`config.mk`:
```
export PLATFORM = sky130hd
export DESIGN_NAME = key_debounce_short_long_press_core
export DESIGN_NICKNAME = d
export VERILOG_FILES = /design/src/rtl/kdsl_pkg.sv /design/src/rtl/kdsl_cfg.sv /design/src/rtl/kdsl_scan.sv /design/src/rtl/key_debounce_short_long_press_core.sv
export SDC_FILE = /design/constraint.sdc
export NUM_CORES = 1
export LEC_CHECK = 0
export BUFFER_PORTS_ARGS = -buffer_cell sky130_fd_sc_hd__buf_2
export CAP_MARGIN = 30
export CORE_UTILIZATION = 35
export CTS_BUF_LIST = sky130_fd_sc_hd__clkbuf_4 sky130_fd_sc_hd__clkbuf_8
export DETAILED_ROUTE_END_ITERATION = 7
export PLACE_DENSITY_LB_ADDON = 0.15
export SYNTH_ARGS = -nofsm -noshare
export SYNTH_HDL_FRONTEND = slang
export SYNTH_SLANG_ARGS = --single-unit
```
`constraint.sdc`:
```
create_clock -name clk -period 5.35 [get_ports clk]
set_input_delay 0.2675 -clock clk [delete_from_list [all_inputs] [get_ports clk]]
set_output_delay 0.2675 -clock clk [all_outputs]
set_load 0.01 [all_outputs]
```
`src/rtl/kdsl_pkg.sv`:
```
// Shared types and constants for the key debounce / short-long press core.
// No dependencies; every other file refers to it by scoped names.
package kdsl_pkg;

  localparam int TIMER_BITS = 16;
  // compare width covers both the timer and the 16-bit long-press limit
  localparam int CMP_W      = (TIMER_BITS > 16) ? TIMER_BITS : 16;
  localparam int NUM_KEYS   = 4;

  // configuration register indexes
  typedef enum logic [2:0] {
    REG_DEBOUNCE_TICKS    = 3'd0,
    REG_LONG_PRESS_TICKS  = 3'd1,
    REG_SHORT_BEEP_COUNT  = 3'd2,
    REG_SHORT_BEEP_PERIOD = 3'd3,
    REG_LONG_BEEP_COUNT   = 3'd4,
    REG_LONG_BEEP_PERIOD  = 3'd5
  } reg_idx_t;

  localparam logic [7:0]  RST_DEBOUNCE_TICKS    = 8'd5;
  localparam logic [15:0] RST_LONG_PRESS_TICKS  = 16'd700;
  localparam logic [7:0]  RST_SHORT_BEEP_COUNT  = 8'd1;
  localparam logic [15:0] RST_SHORT_BEEP_PERIOD = 16'd30;
  localparam logic [7:0]  RST_LONG_BEEP_COUNT   = 8'd2;
  localparam logic [15:0] RST_LONG_BEEP_PERIOD  = 16'd50;

  typedef enum logic [1:0] {
    MARK_NONE  = 2'd0,
    MARK_SHORT = 2'd1,
    MARK_LONG  = 2'd2
  } mark_t;

  typedef struct packed {
    logic [7:0]  debounce_ticks;
    logic [15:0] long_press_ticks;
    logic [7:0]  short_beep_count;
    logic [15:0] short_beep_period;
    logic [7:0]  long_beep_count;
    logic [15:0] long_beep_period;
  } cfg_t;

  // key levels active low; bit 0 up, 1 down, 2 left, 3 right
  typedef struct packed {
    logic [NUM_KEYS-1:0] level;
    logic [NUM_KEYS-1:0] ack_mask;
  } item_t;

  typedef struct packed {
    logic [1:0]  up_mark;
    logic [1:0]  down_mark;
    logic [1:0]  left_mark;
    logic [1:0]  right_mark;
    logic        beep_request;
    logic [7:0]  beep_count;
    logic [15:0] beep_period;
  } res_t;

endpackage

```
`src/rtl/kdsl_cfg.sv`:
```
// Configuration register file for the press detector.
// Depends on kdsl_pkg (register indexes, reset values, cfg_t).
module kdsl_cfg (
  input  logic               clk,
  input  logic               rst_n,
  input  logic               cfg_we,
  input  logic [2:0]         cfg_index,
  input  logic [15:0]        cfg_wdata,
  output kdsl_pkg::cfg_t     cfg
);

  kdsl_pkg::cfg_t cfg_r;

  always_ff @(posedge clk) begin
    if (!rst_n) begin
      cfg_r.debounce_ticks    <= kdsl_pkg::RST_DEBOUNCE_TICKS;
      cfg_r.long_press_ticks  <= kdsl_pkg::RST_LONG_PRESS_TICKS;
      cfg_r.short_beep_count  <= kdsl_pkg::RST_SHORT_BEEP_COUNT;
      cfg_r.short_beep_period <= kdsl_pkg::RST_SHORT_BEEP_PERIOD;
      cfg_r.long_beep_count   <= kdsl_pkg::RST_LONG_BEEP_COUNT;
      cfg_r.long_beep_period  <= kdsl_pkg::RST_LONG_BEEP_PERIOD;
    end else if (cfg_we) begin
      unique case (cfg_index)
        kdsl_pkg::REG_DEBOUNCE_TICKS:    cfg_r.debounce_ticks    <= cfg_wdata[7:0];
        kdsl_pkg::REG_LONG_PRESS_TICKS:  cfg_r.long_press_ticks  <= cfg_wdata;
        kdsl_pkg::REG_SHORT_BEEP_COUNT:  cfg_r.short_beep_count  <= cfg_wdata[7:0];
        kdsl_pkg::REG_SHORT_BEEP_PERIOD: cfg_r.short_beep_period <= cfg_wdata;
        kdsl_pkg::REG_LONG_BEEP_COUNT:   cfg_r.long_beep_count   <= cfg_wdata[7:0];
        kdsl_pkg::REG_LONG_BEEP_PERIOD:  cfg_r.long_beep_period  <= cfg_wdata;
        default: ; // writes past the last register are dropped
      endcase
    end
  end

  assign cfg = cfg_r;

endmodule

```
`src/rtl/kdsl_scan.sv`:
```
// Scanner state (phase, press timer, held key, marks) and the per-tick rules.
// Depends on kdsl_pkg. Result is combinational; state updates when step is high.
module kdsl_scan (
  input  logic            clk,
  input  logic            rst_n,
  input  logic            step,
  input  kdsl_pkg::item_t item,
  input  kdsl_pkg::cfg_t  cfg,
  output kdsl_pkg::res_t  res
);

  typedef enum logic [1:0] {
    PH_IDLE = 2'd0,
    PH_DEB  = 2'd1,
    PH_QUAL = 2'd2
  } phase_t;

  localparam int TB = kdsl_pkg::TIMER_BITS;
  localparam int CW = kdsl_pkg::CMP_W;
  localparam int NK = kdsl_pkg::NUM_KEYS;

  phase_t              phase_r, phase_nxt;
  logic [TB-1:0]       timer_r, timer_nxt;
  logic [2:0]          held_r,  held_nxt;
  logic [NK-1:0][1:0]  marks_r, marks_nxt;

  logic [NK-1:0] pressed;
  logic          any_down;
  logic [CW-1:0] tmr_ext;
  logic          req;
  logic [7:0]    cnt;
  logic [15:0]   per;

  assign pressed  = ~item.level;
  assign any_down = |pressed;

  always_comb begin
    phase_nxt = phase_r;
    timer_nxt = timer_r;
    held_nxt  = held_r;
    marks_nxt = marks_r;
    req       = 1'b0;
    cnt       = '0;
    per       = '0;
    tmr_ext   = '0;

    for (int i = 0; i < NK; i++) begin
      if (item.ack_mask[i]) marks_nxt[i] = kdsl_pkg::MARK_NONE;
    end

    if (phase_r == PH_IDLE && any_down) phase_nxt = PH_DEB;

    if (phase_nxt != PH_IDLE) begin
      if (!(&timer_r)) timer_nxt = timer_r + 1'b1;   // saturating count
      tmr_ext = CW'(timer_nxt);

      if (phase_nxt == PH_DEB && tmr_ext >= CW'(cfg.debounce_ticks)) begin
        phase_nxt = PH_QUAL;
        // first pressed key in priority order; none pressed keeps old key
        if      (pressed[0]) held_nxt = 3'd1;
        else if (pressed[1]) held_nxt = 3'd2;
        else if (pressed[2]) held_nxt = 3'd3;
        else if (pressed[3]) held_nxt = 3'd4;
      end

      if (phase_nxt == PH_QUAL) begin
        if (tmr_ext < CW'(cfg.long_press_ticks)) begin
          if (!any_down) begin
            if (held_nxt >= 3'd1 && held_nxt <= 3'd4)
              marks_nxt[2'(held_nxt - 3'd1)] = kdsl_pkg::MARK_SHORT;
            timer_nxt = '0;
            phase_nxt = PH_IDLE;
            req = 1'b1;
            cnt = (cfg.short_beep_count == 8'd0) ? 8'd1 : cfg.short_beep_count;
            per = cfg.short_beep_period;
          end
        end else begin
          if (held_nxt >= 3'd1 && held_nxt <= 3'd4)
            marks_nxt[2'(held_nxt - 3'd1)] = kdsl_pkg::MARK_LONG;
          req = 1'b1;
          cnt = (cfg.long_beep_count == 8'd0) ? 8'd1 : cfg.long_beep_count;
          per = cfg.long_beep_period;
          if (!any_down) begin
            phase_nxt = PH_IDLE;
            timer_nxt = '0;
            marks_nxt = '0;
          end
        end
      end
    end
  end

  always_ff @(posedge clk) begin
    if (!rst_n) begin
      phase_r <= PH_IDLE;
      timer_r <= '0;
      held_r  <= '0;
      marks_r <= '0;
    end else if (step) begin
      phase_r <= phase_nxt;
      timer_r <= timer_nxt;
      held_r  <= held_nxt;
      marks_r <= marks_nxt;
    end
  end

  assign res.up_mark      = marks_nxt[0];
  assign res.down_mark    = marks_nxt[1];
  assign res.left_mark    = marks_nxt[2];
  assign res.right_mark   = marks_nxt[3];
  assign res.beep_request = req;
  assign res.beep_count   = cnt;
  assign res.beep_period  = per;

endmodule

```
`src/rtl/key_debounce_short_long_press_core.sv`:
```
// Four-key debouncer with short/long press marks and beep requests.
// Path: input register, then result register; scanner next state is combinational.
// Throughput: one item per cycle while no stalled result holds the path.
// An item is taken while a finished result waits, held in the input register.
// Reset (rst_n low, synchronous): idle phase, timer and marks zero, registers to defaults.
// Depends on kdsl_pkg, kdsl_cfg, kdsl_scan.
module key_debounce_short_long_press_core (
  input  logic        clk,
  input  logic        rst_n,
  input  logic        cfg_we,
  input  logic [2:0]  cfg_index,
  input  logic [15:0] cfg_wdata,
  input  logic        in_valid,
  output logic        in_stall,
  input  logic        in_up_level,
  input  logic        in_down_level,
  input  logic        in_left_level,
  input  logic        in_right_level,
  input  logic [3:0]  in_ack_mask,
  output logic        out_valid,
  input  logic        out_stall,
  output logic [1:0]  out_up_mark,
  output logic [1:0]  out_down_mark,
  output logic [1:0]  out_left_mark,
  output logic [1:0]  out_right_mark,
  output logic        out_beep_request,
  output logic [7:0]  out_beep_count,
  output logic [15:0] out_beep_period
);

  kdsl_pkg::cfg_t  cfg;
  kdsl_pkg::item_t item_r;
  kdsl_pkg::res_t  res, res_r;
  logic            in_valid_r;
  logic            out_valid_r;
  logic            adv;
  logic            in_xfer;

  kdsl_cfg u_cfg (
    .clk       (clk),
    .rst_n     (rst_n),
    .cfg_we    (cfg_we),
    .cfg_index (cfg_index),
    .cfg_wdata (cfg_wdata),
    .cfg       (cfg)
  );

  kdsl_scan u_scan (
    .clk   (clk),
    .rst_n (rst_n),
    .step  (adv),
    .item  (item_r),
    .cfg   (cfg),
    .res   (res)
  );

  // held item moves on whenever the result register is free or draining
  assign adv      = in_valid_r && !(out_valid_r && out_stall);
  assign in_stall = in_valid_r && out_valid_r && out_stall;
  assign in_xfer  = in_valid && !in_stall;

  always_ff @(posedge clk) begin
    if (!rst_n) begin
      in_valid_r  <= 1'b0;
      out_valid_r <= 1'b0;
    end else begin
      if (in_xfer)  in_valid_r <= 1'b1;
      else if (adv) in_valid_r <= 1'b0;

      if (adv)             out_valid_r <= 1'b1;
      else if (!out_stall) out_valid_r <= 1'b0;
    end
  end

  always_ff @(posedge clk) begin
    if (in_xfer) begin
      item_r.level    <= {in_right_level, in_left_level, in_down_level, in_up_level};
      item_r.ack_mask <= in_ack_mask;
    end
    if (adv) res_r <= res;
  end

  assign out_valid        = out_valid_r;
  assign out_up_mark      = res_r.up_mark;
  assign out_down_mark    = res_r.down_mark;
  assign out_left_mark    = res_r.left_mark;
  assign out_right_mark   = res_r.right_mark;
  assign out_beep_request = res_r.beep_request;
  assign out_beep_count   = res_r.beep_count;
  assign out_beep_period  = res_r.beep_period;

endmodule
```
# Word-level counts from Yosys, hierarchy flattened
# Index checks and enable logic that the tools add are counted.
# Widths: inputs -> output; s select.
# word_totals
reg_bits	144
out_inout_bits	35
word_cells	115
# classes
n_addsub	2
order_cmp	6
eq_ne	8
mux	41
bitwise_logic	7
n_reduce_logical	27
# ops
operator	n
$mux 16	6
$mux 8	11
$mux 2	11
$mux 3	6
$add 16x1->16 const B	1
$ge 16x8->1	1
$logic_not 8->1	2
$lt 16x16->1	1
$reduce_and 16->1	1
$reduce_and 2->1	8
$not 4->4	3
$logic_and 1x1->1	9
$and 4x4->4	2
$or 4x4->4	2
$eq 3x2->1 const B	2
$eq 3x3->1 const B	2
$mux 1	6
$demux 2 s2	1
$reduce_bool 2->1	2
$reduce_or 4->1	1
$eq 3x1->1 const B	1
$ge 3x1->1 const B	1
$le 3x3->1 const B	1
$logic_not 3->1	1
8 further kinds	9

# Longest topological paths before layout
# Gate-level depths: netlist (run 1).
# depth
ltp_word	22
ltp_mapped	18
depth_no_buf	16

# Cells and area by module
# From an unflattened synthesis (run 1), not the netlist that was laid out.
# unflattened
hier_cells	734
hier_area_um2	7275.7
# by_module_without_submodules
module	instances	cells_per_inst	area_per_inst_um2	seq_area_each_um2
kdsl_scan	1	419	3209.3	580.6
kdsl_cfg	1	266	2751.4	1441.4
key_debounce_short_long_press_core	1	49	1315.0	1271.2

# Worst setup path before layout (run 1)
# No wires, ideal clock.
# synth_timing
kind	register to register
from	register u_scan.timer_r[0]
to	register res_r, in the netlist out_beep_count[1] (data pin)
setup_time_ps	256
arrival_time_ps	3877
slack_ps	1217
path_stages_with_launch	18
path_cell_list	dfxtp_1 > ha_1 > nand3_1 > nor4_2 > or2_2 > clkbuf_1 > nor2_1 > xor2_1 > ha_1 > and3_1 > a221o_1 > a221o_1 > a21o_1 > a31oi_1 > a22oi_1 > buf_2 > clkbuf_1 > a22o_1
# synth_between
elab_chain_cells	9
elab_cells_between_ends	12
classes_between	add/sub (1); order compare (2); eq/ne (1); mux (5); reduce/logical (3)
# synth_lines
element	line	source
from (decl)	kdsl_scan.sv:23	logic [TB-1:0] timer_r, timer_nxt;
from (signal assigned)	kdsl_scan.sv:101	timer_r <= timer_nxt;
$add 16x1->16 / $reduce_and 16->1 (equally long branches)	kdsl_scan.sv:54	if (!(&timer_r)) timer_nxt = timer_r + 1'b1;
$mux 16 *	kdsl_scan.sv:54	
$mux 16 *	kdsl_scan.sv:53	if (phase_nxt != PH_IDLE) begin
$ge 16x8->1	kdsl_scan.sv:57	if (phase_nxt == PH_DEB && tmr_ext >= CW'(cfg.debounce_ticks)) begin
$logic_and 1x1->1	kdsl_scan.sv:57	
$mux 2	kdsl_scan.sv:57	
$mux 2	kdsl_scan.sv:53	
$eq 2x2->1	kdsl_scan.sv:66	if (phase_nxt == PH_QUAL) begin
$reduce_and 2->1 (no line)	-	
to (signal assigned)	key_debounce_short_long_press_core.sv:80	if (adv) res_r <= res;
to (decl)	key_debounce_short_long_press_core.sv:33	kdsl_pkg::res_t res, res_r;
# Mark *: on every way between the ends. The rest lies on a longest branch, timed or not. The select of a mux whose other input is x is not followed.
# A chain may end at the register's enable or synchronous reset.

# Worst setup path after layout (run 1)
# layout_timing
from	register u_scan.timer_r[0]
to	register u_scan.marks_r[6] (netlist name)
# layout_between
elab_chain_cells	19
elab_cells_between_ends	31
classes_between	add/sub (2); order compare (6); eq/ne (1); mux (15); bitwise (3); reduce/logical (4)
# layout_lines
element	line	source
$add 16x1->16 / $reduce_and 16->1 (equally long branches)	kdsl_scan.sv:54	
$mux 16 *	kdsl_scan.sv:54	
$mux 16 *	kdsl_scan.sv:53	
$ge 16x8->1	kdsl_scan.sv:57	
$logic_and 1x1->1	kdsl_scan.sv:57	
$mux 3	kdsl_scan.sv:57	
$mux 3	kdsl_scan.sv:53	
$sub 2x1->2	kdsl_scan.sv:70, kdsl_scan.sv:79	
(+3 left out)	-	
$demux 2 s2	-	
$not 4->4 (no line)	-	
$and 4x4->4 (no line)	-	
$mux 8	kdsl_scan.sv:78	if (held_nxt >= 3'd1 && held_nxt <= 3'd4)
$mux 8	kdsl_scan.sv:83	if (!any_down) begin
$mux 8	kdsl_scan.sv:67	if (tmr_ext < CW'(cfg.long_press_ticks)) begin
$mux 8 *	kdsl_scan.sv:66	
$mux 8 *	kdsl_scan.sv:53	
to (signal assigned)	kdsl_scan.sv:103	marks_r <= marks_nxt;
to (decl)	kdsl_scan.sv:25	logic [NK-1:0][1:0] marks_r, marks_nxt;
# Marked as above.

==> results.yml, run 1 <==
outcome:
  outcome: "completed"
setup_path:
  reg2reg_setup_slack_ns: 0.77
  crit_end: "u_scan.marks_r[6]"
  path_buf_inv: 0
  worstSetupStartpoint: "u_scan.timer_r[0]"
  crit_path_cell_trace: "ha_1 > nand3_1 > nor4_2 > or2_2 > nor2_1 > xor2_1 > ha_1 > a21oi_1 > o21ai_0 > a21oi_1 > or4b_1 > o211ai_1 > a22oi_2 > nand2_1 > or3b_1 > a31oi_1"
  reg2reg_from: "u_scan.timer_r[0]"
  path_class: "register to register"
  slowest_stage: "or4b_1"
  cp_data_arrival_time_ns: 4.96
  worstReg2RegEnd: "u_scan.marks_r[6]"
  cp_top_family: "simple AND/OR/NAND/NOR gates"
  worstPathMaxFanout: 6
  critical_path_required_ns: 5.74
  worst_setup_path_end_kind: "register"
  cp_slowest_stage_delay_ns: 0.54
  reg2reg_depth: 16
  path_depth: 16
  start_kind: "register"
grt:
  grt_max_degree: 56
  antenna_found_initial: 0
  grt_pass1_vias: 5383
  grt_overflow: 0
  grt_usage_pct: 18.45
  grt_pass1_wl_mm: 27.93
logic_synthesis:
  synth-adder-area-share_pct: 4.499
  synth_edf_count: 41
  synth_common_cells: "190 x nand2_1, 103 x dfxtp_1, 87 x a21oi_1"
  synth.largest_area_cell: "dfxtp_1"
  syn_inst: 751
  async_flop_share_pct: 0
  synth_compound_area_share_pct: 17.87
  synth_area_mm2: 0.006674
  yosys-top-cells-area: "dfxtp_1 31%, edfxtp_1 18%, nand2_1 11%, a21oi_1 6.5%, ha_1 4.5%"
  ys_seq_area_share_pct: 49.34
  synth_cell_types: 63
  ys_ff_latch: 144
  synthXorXnorAreaFrac_pct: 1.444
  yosys_warnings: 0
  dominantRegCellSynth: "dfxtp_1"
  yosys.area_share.simple_pct: 22.25
  yosysTopAreaCellShare_pct: 30.90
  synth_top_family_by_area: "simple AND/OR/NAND/NOR gates"
  syn_avg_cell_area_um2: 8.887
  synth_mux_area_share_pct: 0.9186
  synth_fp_nets: 807
  yosysMostFrequentCell: "nand2_1"
timing:
  maxSlewViolCount: 0
  setup_slack_ns: 0.7724
  tightest_slew_ns: 0.8631
  setup-violations-final: 0
  min_period_over_period_pct: 85.56
  hold_slack_ns: 0.02638
  hold_viol_final: 0
  relSlewSlack_pct: 42.02
  fin_setup_tns_ns: 0
  fmax_ghz: 0.2185
  period_minus_slack_ns: 4.578
  final.setup_skew_ns: 0.01392
  rsz0062_at_grt: "false"
routing:
  drt_wl_total_mm: 17.36
  vias_per_cell: 5.245
  wl_per_cell_um: 16.27
  vias: 5596
  drc: 0
  first_pass_iters: 5
  drt_iter0_markers: 297
  ant_nets: 0
floorplanning:
  dieArea_mm2: 0.01962
  fp.coreArea_mm2: 0.01871
  io_pins: 67
  fp.dieH_um: 140.1
  die_x_um: 140.1
  rows: 50
  start_util_pct: 35.68
placed_design:
  io_buffers: 66
  gp_congestion: 0.8005
  place_area_mm2: 0.007246
  dp_hpwl_mm: 12.16
  dp_slack_ns: 0.8434
clock_tree:
  holdBufCountCts: 8
  cts_sinks: 144
  cts_buffer_depth: 2
  postCtsSetupRepairBufs: 0
  path_clk_slew_ns: 0.08
  h-tree-depth: 4
  clock_latency_ns: 0.47
  postCtsResizedCells: 0
  cts_root_buffer: "clkbuf_8"
  cts_made_buffers: 17
  cts_tree: "done"
final_layout:
  fillers: 1820
  nNetsFinal: 876
  design_area_mm2: 0.007712
  drive_gt1_share_pct: 15.97
  diodes: 0
  area_delta_synth_final_pct: 15.56
power_and_ir_drop:
  p_per_area_mw_per_mm2: 283.3
  total_power_w: 0.002185
  peakVddDrop_uv: 141.2
  p_leak_nw: 2.987
worst_hold_path:
  worstHoldStart: "in_valid"
  hold_class: "primary input to register"
run:
  drv_cap: 0
placed cells by master, fill, tap and decap left out, types with 7 or more instances in the layout:
cell,n
nand3_1,37
o21ai_0,23
dlygate4sd3_1,8
nor2_1,26
dfxtp_1,103
inv_1,29
ha_1,24
a21oi_1,87
nor2b_1,11
edfxtp_1,41
o211ai_1,10
buf_4,8
buf_2,66
a31oi_1,7
nand4_1,10
nand2_1,190
clkbuf_8,17
a22o_1,25
how the worst min path moves through the flow:
stage	end	slack [ns]	cells after the start
3_5_place_dp	item_r[1]	0.45	1
2_1_floorplan	item_r[0]	0.37	0
4_1_cts	in_valid_r	0.01	3
5_1_grt	in_valid_r	0.03	3
3_3_place_gp	u_cfg.cfg[9]	0.44	2
6_report	in_valid_r	0.03	3
per-layer routing:
layer | vias to the layer above | global-route usage [%] | wire length, um
li1 | 2788 | - | -
met1 | 2661 | 23.59 | 8052
met2 | 128 | 30.97 | 8314
met3 | 19 | 4.068 | 765
met4 | 0 | 5.726 | 231
met5 | - | 0 | 0
tightest hold or removal path, stage by stage:
cell	delay, ns
buf_2	0.08
nor2_1	0.04
nor2_1	0.07
state kept, by name (all words and copies together) (netlist names):
signal,cells
out_beep_request,1
out_left_mark,2
out_beep_period,16
in_valid_r,1
u_scan.marks_r,8
u_cfg.cfg,72
item_r,8
out_down_mark,2
out_right_mark,2
out_valid,1
u_scan.held_r,3
u_scan.phase_r,2
out_up_mark,2
u_scan.timer_r,16
out_beep_count,8
per-stage QoR:
step | utilization (%) | instances
after global routing | 41.23 | 1067
after global placement | 38.68 | 1026
after floorplan | - | 751
after detailed placement | 38.74 | 1027
final | 41.23 | 1067
after CTS | 41.23 | 1067
kinds of logic after synthesis:
group           Yosys count
simple gates            319
compound gates          185
flops                   144
buf+inv                  63
fa+ha+maj                24
xor+xnor                 11
mux                       5
final cells by class:
cell class	instances	area [um^2]	area share [%]
Tap cell	234	292.8	3.796
Clock inverter	13	137.6	1.785
Inverter	30	112.6	1.460
Sequential cell	144	3293	42.70
Multi-Input combinational cell	544	3146	40.79
Timing Repair Buffer	83	481.7	6.246
Clock buffer	19	249.0	3.228
report_power, final:
part / internal, W / leakage (nW) / switching, W
Combinational: 0.0000539 / 1.56 / 0.000104
Clock: 0.000426 / 0.199 / 0.000429
Sequential: 0.00115 / 1.23 / 0.0000191
Total: 0.00163 / 2.99 / 0.000553
(Power assumes the default switching activity.)
==> run 2: changes to the inputs <==
--- a/config.mk
+++ b/config.mk
@@ -7,7 +7,7 @@
 export LEC_CHECK = 0
 export BUFFER_PORTS_ARGS = -buffer_cell sky130_fd_sc_hd__buf_2
 export CAP_MARGIN = 30
-export CORE_UTILIZATION = 35
+export CORE_UTILIZATION = 45
 export CTS_BUF_LIST = sky130_fd_sc_hd__clkbuf_4 sky130_fd_sc_hd__clkbuf_8
 export DETAILED_ROUTE_END_ITERATION = 7
 export PLACE_DENSITY_LB_ADDON = 0.15
==> constraint.sdc (replaced) <==
create_clock -name clk -period 5.35 [get_ports clk]
set_input_delay 0.8025 -clock clk [delete_from_list [all_inputs] [get_ports clk]]
set_output_delay 0.8025 -clock clk [all_outputs]
set_load 0.05 [all_outputs]
==> run 2 against run 1 <==
  * Cell area decreased by 2.3%
  * Highest routed layer unchanged
  * Cell count decreased by 5.4%
  * Utilization increased by 11 points
  * Worst hold slack improved by 0.43 ns
  * Die area decreased by 22%
  * Routed wire length decreased by 3.2%
  * Setup slack got worse by 0.046 ns
  * Register-to-register slack got worse by 0.05 ns
  * Largest power group unchanged
  * Power decreased by 2.7%
  * Via count increased by 0.32%
==> results.yml, run 2 (synthesis gave the netlist of run 1 again) <==
clock_tree:
  cts_sinks: 144
  clock_latency_ns: 0.45
  cts_tree: "done"
  holdBufCountCts: 0
  cts_root_buffer: "clkbuf_8"
  cts_buffer_depth: 2
  cts_made_buffers: 17
  postCtsResizedCells: 0
  path_clk_slew_ns: 0.08
  postCtsSetupRepairBufs: 0
  h-tree-depth: 4
setup_path:
  path_class: "register to register"
  worstPathMaxFanout: 6
  cp_slowest_stage_delay_ns: 0.55
  crit_path_cell_trace: "ha_1 > nand3_1 > nor4_2 > or2_2 > nor2_1 > xor2_1 > ha_1 > a21oi_1 > o21ai_0 > a21oi_1 > or4b_1 > o211ai_1 > a22oi_2 > nand2_1 > or3b_1 > a31oi_1"
  cp_data_arrival_time_ns: 4.99
  critical_path_required_ns: 5.72
  start_kind: "register"
  cp_top_family: "simple AND/OR/NAND/NOR gates"
  slowest_stage: "or4b_1"
  path_buf_inv: 0
  worst_setup_path_end_kind: "register"
final_layout:
  final_cell_mix: "190 x nand2_1, 103 x dfxtp_1, 87 x a21oi_1, 66 x buf_2, 41 x edfxtp_1"
  largest_register_ffs: 72
  post-route-util_pct: 52.06
  fin_cells: 1009
  diodes: 0
  fillers: 1362
  drive_gt1_share_pct: 16.00
  final_common_cell: "nand2_1"
  area_delta_synth_final_pct: 12.94
  nNetsFinal: 868
timing:
  maxSlewViolCount: 0
  fmax_ghz: 0.2163
  relSlewSlack_pct: 37.30
  period_minus_slack_ns: 4.624
  final.setup_skew_ns: 0.01191
  setup-violations-final: 0
  hold_viol_final: 0
  min_period_over_period_pct: 86.42
  rsz0062_at_grt: "false"
  fin_setup_tns_ns: 0
  tightest_slew_ns: 0.9333
  setup_slack_ns: 0.7265
routing:
  vias: 5614
  first_pass_iters: 5
  wl_per_cell_um: 16.67
  drt_iter0_markers: 329
  ant_nets: 0
  drc: 0
  drt_wl_total_mm: 16.82
  vias_per_cell: 5.564
floorplanning:
  dieArea_mm2: 0.01532
  start_util_pct: 46.09
  io_pins: 67
  die_x_um: 123.8
  fp.coreArea_mm2: 0.01448
  rows: 44
  fp.dieH_um: 123.8
run:
  drv_cap: 0
worst_hold_path:
  hold_class: "register to register"
power_and_ir_drop:
  p_per_area_mw_per_mm2: 282.0
  peakVddDrop_uv: 140.2
  p_leak_nw: 2.925
  total_power_w: 0.002126
placed_design:
  dp_slack_ns: 0.8161
  dp.cells: 977
  dp_hpwl_mm: 11.66
  io_buffers: 66
  gp_congestion: 0.8711
grt:
  grt_pass1_vias: 5383
  grt_pass1_wl_mm: 26.92
  grt_max_degree: 56
  grt_overflow: 0
  antenna_found_initial: 0
  grt_usage_pct: 23.10
outcome:
  outcome: "completed"
## run 2: cell types whose count changed in the layout (fill, tap and decap cells not counted)
cell	previous run	this run
dlygate4sd3_1	8	0
inv_8	1	0
buf_6	1	2
buf_4	8	7
clkinv_2	5	2
clkinv_1	0	1
clkinvlp_4	2	4
clkbuf_8	17	18
clkinv_4	1	3
bufinv_16	2	0
## run 2: cell type report
class                   instances  area [um^2]  area share, %
flip-flops and latches        144         3293          43.69
inverters                      30        112.6          1.494
clock inverters                12        87.58          1.162
clock buffers                  20        262.8          3.486
multi-input cells             544         3146          41.73
well taps                     184        230.2          3.054
repair buffers                 75        405.4          5.378
## run 2: tightest hold or removal path, delay by kind of cell (launching register included)
kind	cells	cell delay (ns)
simple gates	1	0.05
compound gates	1	0.05
flops	1	0.31
## run 2: routing by layer
layer / routed length (um) / share of wire [%] / vias up / track usage (%)
li1: - / - / 2771 / -
met1: 7733 / 46 / 2695 / 29.67
met2: 8110 / 48 / 124 / 38.54
met3: 661 / 3.9 / 24 / 4.167
met4: 310 / 1.8 / 0 / 8.660
met5: 0 / 0 / - / 0
## run 2: stage by stage
step / hold slack (ns) / area, um^2
3_5_place_dp: 0.4510 / 7187
6_report: 0.4570 / 7537
2_1_floorplan: 0.4332 / 6674
4_1_cts: 0.4622 / 7537
5_1_grt: 0.4807 / 7537
3_3_place_gp: 0.4415 / 7157
## run 2: path summary, 6_finish.rpt
| check | from | endpoint | slack (ns) | cells past startpoint |
|---|---|---|---|---|
| worst min-delay path | u_cfg.cfg[6] | u_cfg.cfg[6] | 0.46 | 2 |
| worst max register to register | u_scan.timer_r[0] | u_scan.marks_r[6] | 0.73 | 16 |
| worst min register to register | u_cfg.cfg[6] | u_cfg.cfg[6] | 0.46 | 2 |
| worst max-delay path | u_scan.timer_r[0] | u_scan.marks_r[6] | 0.73 | 16 |
## run 2: power by group
group          switching [W]  total, W  internal [W]  leakage, nW
Sequential         0.0000196   0.00117       0.00115         1.23
Clock               0.000426  0.000770      0.000344        0.170
Combinational       0.000133  0.000183     0.0000505         1.52
